File: config.mk
export PLATFORM = sky130hd
export DESIGN_NAME = flba_ctrl
export DESIGN_NICKNAME = d
export VERILOG_FILES = /design/src/rtl/core/flba_pkg.sv /design/src/rtl/core/flba_ctrl.sv
export SDC_FILE = /design/constraint.sdc
export NUM_CORES = 1
export LEC_CHECK = 0
export BUFFER_PORTS_ARGS = -buffer_cell sky130_fd_sc_hd__buf_2
export CORE_AREA = 2 2 39 41
export CTS_BUF_LIST = sky130_fd_sc_hd__clkbuf_4 sky130_fd_sc_hd__clkbuf_8 sky130_fd_sc_hd__clkbuf_16
export DETAILED_ROUTE_END_ITERATION = 8
export DIE_AREA = 0 0 41 43
export GPL_ROUTABILITY_DRIVEN = 0
export SYNTH_ARGS = -nofsm -noshare
export SYNTH_HDL_FRONTEND = slang
export SYNTH_SLANG_ARGS = --single-unit
export TNS_END_PERCENT = 5
File: constraint.sdc
create_clock -name clk -period 2.74 [get_ports clk]
set_input_delay 0.137 -clock clk [delete_from_list [all_inputs] [get_ports clk]]
set_output_delay 0.137 -clock clk [all_outputs]
set_load 0.01 [all_outputs]
File: src/rtl/core/flba_pkg.sv
package flba_pkg;

	// Default pool geometry
	localparam int POOL_BLOCKS_DEF  = 256;
	localparam int BLOCK_BYTES_DEF  = 16;
	localparam int HEADER_BYTES_DEF = 8;

	// Field widths of the stream channels
	localparam int BYTES_W = 13;
	localparam int REL_W   = 8;
	localparam int START_W = 8;
	localparam int STAT_W  = 2;

	// Write slots in one update plan
	localparam int NSLOT = 3;

	// Request kinds
	localparam logic ACT_ALLOC = 1'b0;
	localparam logic ACT_FREE  = 1'b1;

	// Fit policies
	localparam logic POL_FIRST = 1'b0;
	localparam logic POL_BEST  = 1'b1;

	// Result status codes
	localparam logic [STAT_W-1:0] ST_ALLOC   = 2'd0;
	localparam logic [STAT_W-1:0] ST_NOSPACE = 2'd1;
	localparam logic [STAT_W-1:0] ST_FREED   = 2'd2;

	typedef enum logic [3:0] {
		S_INIT,
		S_IDLE,
		S_CHK,
		S_SIZE_A,
		S_SIZE_B,
		S_RD,
		S_EVAL,
		S_RD_B,
		S_PLAN,
		S_WR,
		S_DONE
	} state_t;

	// Controller to datapath
	typedef struct packed {
		logic init;
		logic load;
		logic size_a;
		logic size_b;
		logic rd;
		logic eval;
		logic rd_b;
		logic plan;
		logic wr;
		logic result;
	} cmd_t;

	// Datapath to controller
	typedef struct packed {
		logic is_free;
		logic b_out;
		logic walk_go;
		logic hit;
		logic stop;
		logic last_slot;
		logic out_free;
	} sts_t;

endpackage

File: src/rtl/core/flba_ctrl.sv
module flba_ctrl (
	input  logic           clk,
	input  logic           arst_n,
	input  logic           in_valid,
	output logic           in_ready,
	input  flba_pkg::sts_t sts,
	output flba_pkg::cmd_t cmd
);

	flba_pkg::state_t state_q, state_d;

	// Next state
	always_comb begin
		state_d = state_q;
		case (state_q)
			flba_pkg::S_INIT:   state_d = flba_pkg::S_IDLE;
			flba_pkg::S_IDLE:   if (in_valid) state_d = flba_pkg::S_CHK;
			flba_pkg::S_CHK: begin
				if (!sts.is_free) state_d = flba_pkg::S_SIZE_A;
				else if (sts.b_out) state_d = flba_pkg::S_DONE;
				else state_d = flba_pkg::S_RD;
			end
			flba_pkg::S_SIZE_A: state_d = flba_pkg::S_SIZE_B;
			flba_pkg::S_SIZE_B: state_d = flba_pkg::S_RD;
			flba_pkg::S_RD: begin
				if (sts.walk_go) state_d = flba_pkg::S_EVAL;
				else if (sts.is_free) state_d = flba_pkg::S_RD_B;
				else state_d = flba_pkg::S_PLAN;
			end
			flba_pkg::S_EVAL: begin
				if (!sts.is_free) begin
					state_d = sts.hit ? flba_pkg::S_PLAN : flba_pkg::S_RD;
				end else if (sts.hit) begin
					state_d = flba_pkg::S_DONE;
				end else if (sts.stop) begin
					state_d = flba_pkg::S_RD_B;
				end else begin
					state_d = flba_pkg::S_RD;
				end
			end
			flba_pkg::S_RD_B:   state_d = flba_pkg::S_PLAN;
			flba_pkg::S_PLAN:   state_d = flba_pkg::S_WR;
			flba_pkg::S_WR:     if (sts.last_slot) state_d = flba_pkg::S_DONE;
			flba_pkg::S_DONE:   if (sts.out_free) state_d = flba_pkg::S_IDLE;
			default:            state_d = flba_pkg::S_IDLE;
		endcase
	end

	// Outputs
	always_comb begin
		cmd      = '0;
		in_ready = 1'b0;
		case (state_q)
			flba_pkg::S_INIT:   cmd.init = 1'b1;
			flba_pkg::S_IDLE: begin
				in_ready = 1'b1;
				cmd.load = in_valid;
			end
			flba_pkg::S_SIZE_A: cmd.size_a = 1'b1;
			flba_pkg::S_SIZE_B: cmd.size_b = 1'b1;
			flba_pkg::S_RD:     cmd.rd = sts.walk_go;
			flba_pkg::S_EVAL:   cmd.eval = 1'b1;
			flba_pkg::S_RD_B:   cmd.rd_b = 1'b1;
			flba_pkg::S_PLAN:   cmd.plan = 1'b1;
			flba_pkg::S_WR:     cmd.wr = 1'b1;
			flba_pkg::S_DONE:   cmd.result = sts.out_free;
			default:            cmd = '0;
		endcase
	end

	// State register
	always_ff @(posedge clk or negedge arst_n) begin
		if (!arst_n) begin
			state_q <= flba_pkg::S_INIT;
		end else begin
			state_q <= state_d;
		end
	end

	// Checks
	a_load_idle: assert property (@(posedge clk) disable iff (!arst_n)
		cmd.load |=> state_q == flba_pkg::S_CHK)
		else $error("request load did not start decode");
	a_eval_after_rd: assert property (@(posedge clk) disable iff (!arst_n)
		state_q == flba_pkg::S_EVAL |-> $past(cmd.rd))
		else $error("evaluation without a list read");
	a_result_once: assert property (@(posedge clk) disable iff (!arst_n)
		cmd.result |=> state_q == flba_pkg::S_IDLE)
		else $error("result issued without return to idle");

endmodule

==> out/results.txt, run 1 <==
outcome = complete, no violations
Post-Syn Instances = 59
RSZ-0062 raised after global routing = no
total I/O pin count = 21
vias = 483
Clk pwr share = 13.2%
Top Registers = state_q: 4 flops
first-pass GRT wire length = 1700 um
fin nets = 91
Port Buffers = 20
Leak = 0.270 nW
vias in the first global route = 386
CTS Buffer Depth = 2
drt via density = 5.08
layout cells sized above 1 = 31.6%
core area = 1380 um2
Startpoint Class = register
Synth Register Bits = 4
sequential share of power = 30.3%
Reg with most FFs = state_q
Die X = 41 um
worst hold path type = input port to register
Yosys cell types = 28
CP max FO = 15
total chip power = 0.546 mW
Die Area = 1760 um2
post-route ant nets = 0
setup TNS = 0 ns
slew margin rel. = 71.7%
Rows = 14
Worst setup EP type = output port
fin. max-slew vios = 0
CTS tree = done
PD cells = 963 nW/um2
Synthesis Warnings = 0
DRT met1 WL = 498 um
number of CTS-inserted buffers = 3
largest net degree at the start of global routing = 16
clk_lat worst skew = 0.23 ns
drt wl/cell = 10.9 um
Sw Ratio = 47.5%
most common flop cell mapped by yosys = dfrtp_1
fmax = 615 MHz
dpl cells = 91
DRC viols = 0
DR WL met2 = 495 um
# hold bufs at CTS = 1
crit-path cells = nand2b_1 > nor3_1 > and2_1 > buf_2
final period utilization = 59.4%
post-layout min period = 1.63 ns
final hold vios = 0
sequential fraction of the synthesis area = 22.9%
Max-Cap Viols = 0
Total GRT Usage = 13.9%
drt first pass iters = 4
H-tree depth = 1
ant diodes = 0
Peak VDD IR = 0.462 mV
Internal = 0.286 mW
switching power = 0.260 mW
clk root buf = clkbuf_4
final setup fails = 0
worst setup margin = 1.11 ns
gr ovfl total = 0
number of antenna violations at the first check in global routing = 0
clk_skew = 0.00265 ns
metal3 WL = 43 um
die height = 43 um
Worst Path Arrival = 1.49 ns
initial cell density of the core = 31.6%
post-route cell area = 567 um2
Iter 0 DRT Violations = 6
Logic pwr share = 56.5%
clock sinks = 4
Area after DPL = 534 um2
Setup Buffers After CTS = 0
Area growth, synth to finish = 29.4%
WP buf/inv = 1
highest metal layer with signal wires = met3
Slew @ Worst Pin = 0.425 ns
critical path's slowest cell = dfrtp_1
CP max stage delay = 0.59 ns
max reg flops = 4
Post-Syn Area per Cell = 7.42 um2
post_cts resized = 0
Critical Path RT = 2.60 ns
asr flop ratio synth = 100%
Crit Path Class = register to output port
syn_nets = 69
hpwl dp = 792 um
synthesized cell area = 438 um2
post-placement worst setup slack = 1.29 ns
DRT Wirelength = 1040 um
EDFF count, synth = 0
CTS clk-pin slew, worst paths = 0.04 ns
Non-Filler Instances = 95
Largest delay share family, worst path = flip-flops
area by class of cell:
cell class / count / area, um2
timing repair buffer: 21 / 110
fill: 162 / 817
multi-input combinational: 47 / 299
tap: 16 / 20.0
inverter: 4 / 15.0
clock buffer: 3 / 22.5
sequential: 4 / 100
power groups by stage:
stage | Combinational, mW | Sequential, mW | Clock, mW
6_report | 0.308 | 0.165 | 0.0720
5_1_grt | 0.351 | 0.174 | 0.0833
4_1_cts | 0.316 | 0.164 | 0.0774
3_5_place_dp | 0.314 | 0.164 | 0
3_3_place_gp | 0.313 | 0.165 | 0
2_1_floorplan | 0.296 | 0.106 | 0
cell usage after synthesis (3+ instances only):
cell      instances  area, um2
dfrtp_1           4        100
nand2b_1          4       25.0
nor2_1            4       15.0
inv_1             4       15.0
nor2b_1           3       18.8
a21oi_1           3       15.0
nor3_1            8       40.0
nand2_1           3       11.3
metrics by stage:
step	hold WS (ns)	utilization, %
after global routing	0.172	41.0
after CTS	0.161	41.0
after floorplan	-0.159	-
after detailed placement	-0.0564	38.6
final	0.164	41.0
after global placement	-0.0543	38.6
metal layers:
layer	vias up	track usage (%)
met4	0	6.00
met5	-	0
met2	10	19.7
met1	216	19.5
met3	0	3.14
li1	257	-
cell families after synthesis:
group           share of synthesized area, %
compound gates                          28.6
buf+inv                                 8.85
simple gates                            39.7
flops                                   22.9
final timing paths:
check                      startpoint         end  slack (ns)  cells past startpoint
max reg2reg                state_q[0]  state_q[1]        1.27                      4
min                            sts[0]  state_q[1]        0.16                      2
max                        state_q[0]      cmd[8]        1.11                      4
max in group asynchronous      arst_n  state_q[1]        2.39                      2
min in group asynchronous      arst_n  state_q[2]        0.23                      2
min reg2reg                state_q[3]  state_q[2]        0.62                      1
worst reg2reg max path, delay by kind of cell (launching register included):
| family | cells | cell delay (ns) |
|---|---|---|
| flip-flops | 1 | 0.59 |
| AND/OR/NAND/NOR | 2 | 0.51 |
| AO/OA/AOI/OAI | 2 | 0.23 |
cell usage in the layout (no fill, tap or decap):
| cell | count |
|---|---|
| buf_2 | 20 |
| nor3_1 | 8 |
| nand2b_1 | 4 |
| nor2_1 | 4 |
| inv_1 | 4 |
| dfrtp_1 | 4 |
| nand2_1 | 3 |
| nor2b_1 | 3 |
| a21oi_1 | 3 |
| clkbuf_4 | 3 |
| nor4_1 | 2 |
| nor3b_1 | 2 |
| o21ai_0 | 2 |
| o21ai_1 | 2 |
| o32ai_1 | 2 |
| and2_1 | 1 |
| o21bai_2 | 1 |
| a2111o_1 | 1 |
| nand3_2 | 1 |
| and2b_1 | 1 |
| o32a_1 | 1 |
| a21boi_0 | 1 |
| o211ai_1 | 1 |
| and4bb_1 | 1 |
| o22a_1 | 1 |
| o21a_1 | 1 |
| o2bb2ai_1 | 1 |
| dlygate4sd3_1 | 1 |
(Power assumes the default switching activity.)
==> run 2: changes to the inputs <==
==> constraint.sdc (replaced) <==
create_clock -name clk -period 1.6 [get_ports clk]
set_input_delay 0.08 -clock clk [delete_from_list [all_inputs] [get_ports clk]]
set_output_delay 0.08 -clock clk [all_outputs]
set_load 0.01 [all_outputs]
==> run 2 against run 1 <==
Compared with the run above: clock power increased by 75%; largest power group unchanged; sequential share of layout area about the same; utilization increased by 1.1 points; first-iteration DRC count unchanged; final cell count increased by 1.1%; routed wire length increased by 2.3%; clock skew increased by 0.00092 ns; register-to-register slack got worse by 1.1 ns; sequential power increased by 69%; setup slack got worse by 0.96 ns; design area increased by 2.6%; non-clock buffer count increased by 1.
==> out/results.txt, run 2 (synthesis results as in run 1) <==
fmax = 689 MHz
fillers = 148
post-layout min period = 1.45 ns
Port Buffers = 20
clk_skew = 0.00357 ns
largest net degree at the start of global routing = 16
Worst Path Arrival = 1.37 ns
final setup fails = 0
setup TNS = 0 ns
Die Area = 1760 um2
die height = 43 um
most frequent cells in the layout = 20 x buf_2, 7 x nor3_1, 4 x nand2b_1, 4 x nor2_1, 4 x inv_1
Max-Cap Viols = 0
vias = 497
CTS Buffer Depth = 2
final core occ = 42.0%
Leak = 0.276 nW
vias in the first global route = 386
layout cells sized above 1 = 36.3%
Area growth, synth to finish = 32.9%
switching power = 0.459 mW
clk_lat worst skew = 0.24 ns
hold path endpoint = state_q[1]
hpwl dp = 801 um
number of CTS-inserted buffers = 3
Logic pwr share = 58.3%
Reg2Reg Depth = 4
R2R Setup Slk = 0.21 ns
initial cell density of the core = 31.6%
Clk pwr share = 12.9%
Iter 0 DRT Violations = 6
Total GRT Usage = 13.8%
Die X = 41 um
Hold Crit Start = sts[0]
gr ovfl total = 0
CTS clk-pin slew, worst paths = 0.04 ns
Slew @ Worst Pin = 0.356 ns
Rows = 14
slew margin rel. = 76.2%
ant diodes = 0
FF-to-FF End = state_q[0]
storage element area = 103 um2
drt first pass iters = 4
final period utilization = 90.7%
worst hold path type = input port to register
outcome = complete, no violations
Worst Hold Path Cells = 2
Internal = 0.511 mW
number of antenna violations at the first check in global routing = 0
fin nets = 92
Critical Path RT = 1.52 ns
Startpoint Class = register
max reg flops = 4
CP max FO = 15
Sw Ratio = 47.3%
commonest non-fill, non-tap cell in the layout = buf_2
Top Registers = state_q: 4 flops
Peak VDD IR = 0.886 mV
DRC viols = 0
Worst setup EP type = output port
post-route ant nets = 0
H-tree depth = 1
clock sinks = 4
clk root buf = clkbuf_4
final hold vios = 0
fin. max-slew vios = 0
Reg-to-Reg Start = state_q[3]
Reg with most FFs = state_q
PD cells = 1670 nW/um2
total I/O pin count = 21
RSZ-0062 raised after global routing = no
DRT Wirelength = 1060 um
core area = 1380 um2
Setup Buffers After CTS = 0
Crit Path Class = register to output port
first-pass GRT wire length = 1680 um
drt wl/cell = 11.1 um
drt via density = 5.18
CTS tree = done
multi-input logic area = 304 um2
sequential share of power = 28.7%
## run 2: layout make-up
class                      instances  area share [%]
sequential                         4            17.6
tap                               16            3.44
multi-input combinational         47            52.3
inverter                           4            2.58
timing repair buffer              22            20.2
clock buffer                       3            3.87
## run 2: repair_timing
| item | 4_1_cts | 5_1_grt |
|---|---|---|
| endpoints found under the hold margin | 4 | 0 |
| hold buffers | 1 | 0 |
| resized for setup | 0 | 3 |
| endpoints found under the setup margin | 0 | 2 |
## run 2: routing by layer
layer	global-route usage (%)	vias to the layer above	wire length, um
met5	0	-	0
met4	6.00	0	0
met3	3.14	0	60
met2	17.2	12	492
met1	21.8	228	508
li1	-	257	-
## run 2: worst max path at each step
stage / start / cells past startpoint / slack, ns / end
2_1_floorplan: state_q[2] / 3 / 0.35 / cmd[8]
5_1_grt: state_q[1] / 4 / 0.05 / cmd[8]
3_5_place_dp: state_q[0] / 4 / 0.16 / state_q[1]
4_1_cts: state_q[0] / 4 / 0.02 / cmd[8]
6_report: state_q[1] / 4 / 0.15 / cmd[8]
3_3_place_gp: state_q[0] / 4 / 0.22 / state_q[3]
## run 2: worst max-delay path, cell delays in order (launching register included)
cell	delay, ns
dfrtp_2	0.48
nand2b_1	0.25
nor3_2	0.15
and2_1	0.13
buf_2	0.12
## run 2: power groups by stage
stage	clock [mW]	combinational [mW]	sequential [mW]
global route	0.149	0.634	0.295
CTS	0.134	0.565	0.270
floorplan	0	0.507	0.181
detailed placement	0	0.561	0.272
global placement	0	0.564	0.269
finish	0.126	0.566	0.279
## run 2: stage by stage
step / cell area [um2] / worst slack [ns] / instances / power, mW / hold slack (ns)
floorplan: 438 / 0.348 / 59 / 0.688 / -0.216
global placement: 542 / 0.220 / 92 / 0.833 / -0.113
detailed placement: 542 / 0.165 / 92 / 0.833 / -0.115
CTS: 574 / 0.0190 / 96 / 0.969 / 0.0892
global route: 582 / 0.0467 / 96 / 1.08 / 0.0868
finish: 582 / 0.150 / 96 / 0.970 / 0.0927
==> run 3: changes to the inputs <==
--- a/config.mk
+++ b/config.mk
@@ -5,6 +5,7 @@
 export SDC_FILE = /design/constraint.sdc
 export NUM_CORES = 1
 export LEC_CHECK = 0
+export ABC_AREA = 1
 export BUFFER_PORTS_ARGS = -buffer_cell sky130_fd_sc_hd__buf_2
 export CORE_AREA = 2 2 39 41
 export CTS_BUF_LIST = sky130_fd_sc_hd__clkbuf_4 sky130_fd_sc_hd__clkbuf_8 sky130_fd_sc_hd__clkbuf_16
==> run 3 against run 2 <==
Compared with the run above: utilization up 3.7 points; design area is 8.8% higher; clock power barely moved; die area is the same; routed wire length is 6.1% higher; total power increased by 1.5%; final cell count up 38%; via count increased by 19%; combinational power is 13% higher; fmax is 3.4% higher; sequential power fell by 22%; critical path type unchanged.
==> out/results.txt, run 3 <==
Synth area leader = nand2_1
Worst Path Arrival = 1.32 ns
Setup Buffers After CTS = 0
Logic pwr share = 65.2%
total I/O pin count = 21
post-placement worst setup slack = 0.344 ns
CP max stage delay = 0.48 ns
synthesized cell area = 473 um2
Clk pwr share = 12.6%
clock sinks = 4
clk_lat worst skew = 0.23 ns
Reg2Reg Depth = 7
syn_nets = 101
Synthesis Warnings = 0
CTS tree = done
asr flop ratio synth = 100%
outcome = complete, no violations
hpwl dp = 976 um
most common flop cell mapped by yosys = dfrtp_1
Die Area = 1760 um2
Slew @ Worst Pin = 0.274 ns
slew margin rel. = 81.6%
drt first pass iters = 4
final setup fails = 0
DRT Wirelength = 1130 um
clk root buf = clkbuf_4
WP buf/inv = 2
first-pass GRT wire length = 1850 um
post-route ant nets = 0
CTS Buffer Depth = 2
Post-Syn Area per Cell = 5.20 um2
Worst Hold Path Cells = 4
layout cells sized above 1 = 26.7%
Yosys top cell area share = 21.4%
post-layout min period = 1.40 ns
setup TNS = 0 ns
clk_skew = 0.00426 ns
final hold vios = 0
Area growth, synth to finish = 33.9%
synth top area cells = nand2_1 21%, dfrtp_1 21%, inv_1 16%
count leader, synth = nand2_1
# hold bufs at CTS = 1
most frequent cells in the layout = 27 x nand2_1, 20 x inv_1, 20 x buf_2, 15 x nor2_1, 10 x nand3_1
Internal = 0.472 mW
synth cell count leaders = 27 x nand2_1, 20 x inv_1, 15 x nor2_1
final period utilization = 87.7%
Synth Register Bits = 4
Sw Ratio = 52.1%
fin nets = 128
CTS clk-pin slew, worst paths = 0.04 ns
Total GRT Usage = 15.2%
Area after DPL = 601 um2
crit-path cells = inv_1 > nor2_1 > nand2_1 > nor2_1 > buf_2
switching power = 0.513 mW
Port Buffers = 20
core area = 1380 um2
drt wl/cell = 8.53 um
worst setup margin = 0.197 ns
vias in the first global route = 470
Worst setup EP type = output port
Reg with most FFs = state_q
dpl cells = 128
initial cell density of the core = 34.2%
sequential share of power = 22.2%
Rows = 14
ant diodes = 0
Die X = 41 um
Startpoint Class = register
Critical Path RT = 1.52 ns
worst hold path type = input port to register
gr ovfl total = 0
Iter 0 DRT Violations = 16
Max-Cap Viols = 0
drt via density = 4.48
Worst path most repeated cell = nor2_1
sequential fraction of the synthesis area = 21.2%
hold_ws = 0.156 ns
RSZ-0062 raised after global routing = no
Leak = 0.439 nW
DRC viols = 0
number of antenna violations at the first check in global routing = 0
Non-Filler Instances = 132
Peak VDD IR = 0.630 mV
Crit Path Class = register to output port
Top Registers = state_q: 4 flops
number of CTS-inserted buffers = 3
fmax = 713 MHz
vias = 592
commonest non-fill, non-tap cell in the layout = nand2_1
EDFF count, synth = 0
post_cts resized = 0
post-route cell area = 633 um2
Yosys cell types = 14
Largest delay share family, worst path = flip-flops
PD cells = 1560 nW/um2
CP Depth = 5
CP max FO = 7
critical path's slowest cell = dfrtp_1
max reg flops = 4
Post-Syn Instances = 91
largest net degree at the start of global routing = 8
die height = 43 um
H-tree depth = 1
fin. max-slew vios = 0
-- run 3: changes by cell type after synthesis, moves of 3 or more --
cell | previous run | this run
nand2_1 | 3 | 27
inv_1 | 4 | 20
nor2_1 | 4 | 15
nand3_1 | 0 | 10
nor3_1 | 8 | 3
nand2b_1 | 4 | 0
a21oi_1 | 3 | 0
nor2b_1 | 3 | 0
-- run 3: cell families (layout without fill, tap and decap cells) --
family,Yosys count,in the layout,share of synthesized area (%)
simple gates,61,61,56.4
compound gates,4,4,5.03
buf+inv,22,47,17.5
flops,4,4,21.2
-- run 3: layout make-up --
cell class / instances / area [um2]
Multi-Input combinational cell: 65 / 290
Clock buffer: 3 / 22.5
Tap cell: 16 / 20.0
Sequential cell: 4 / 100
Fill cell: 161 / 751
Timing Repair Buffer: 22 / 118
Inverter: 22 / 82.6
-- run 3: worst paths after layout --
kind / slack, ns / to / start
worst max-delay path: 0.20 / cmd[8] / state_q[0]
worst min-delay path: 0.16 / state_q[0] / in_valid
worst max register to register: 0.35 / state_q[1] / state_q[1]
worst min register to register: 0.74 / state_q[1] / state_q[2]
max in group asynchronous: 1.30 / state_q[3] / arst_n
min in group asynchronous: 0.18 / state_q[2] / arst_n
-- run 3: power by group through the flow --
| stage | clock network, mW | registers (mW) | logic [mW] |
|---|---|---|---|
| 2_1_floorplan | 0 | 0.202 | 0.463 |
| 3_3_place_gp | 0 | 0.215 | 0.655 |
| 3_5_place_dp | 0 | 0.218 | 0.650 |
| 4_1_cts | 0.129 | 0.217 | 0.653 |
| 5_1_grt | 0.137 | 0.227 | 0.754 |
| 6_report | 0.124 | 0.219 | 0.642 |
-- run 3: layer usage --
| layer | track usage [%] | share of wire (%) | vias to the layer above |
|---|---|---|---|
| met1 | 21.8 | 46 | 248 |
| met3 | 4.71 | 7.9 | 0 |
| met4 | 2.00 | 0 | 0 |
| met2 | 22.5 | 46 | 21 |
| li1 | - | - | 323 |
| met5 | 0 | 0 | - |
-- run 3: worst min-delay path, delay by kind of cell --
family	cells	cell delay (ns)
buf+inv	2	0.14
simple gates	1	0.04
compound gates	1	0.08
-- run 3: metrics by stage --
stage,util [%],power [mW]
6_report,45.8,0.985
5_1_grt,45.8,1.12
4_1_cts,45.8,0.999
3_5_place_dp,43.4,0.868
3_3_place_gp,43.4,0.870
2_1_floorplan,-,0.665
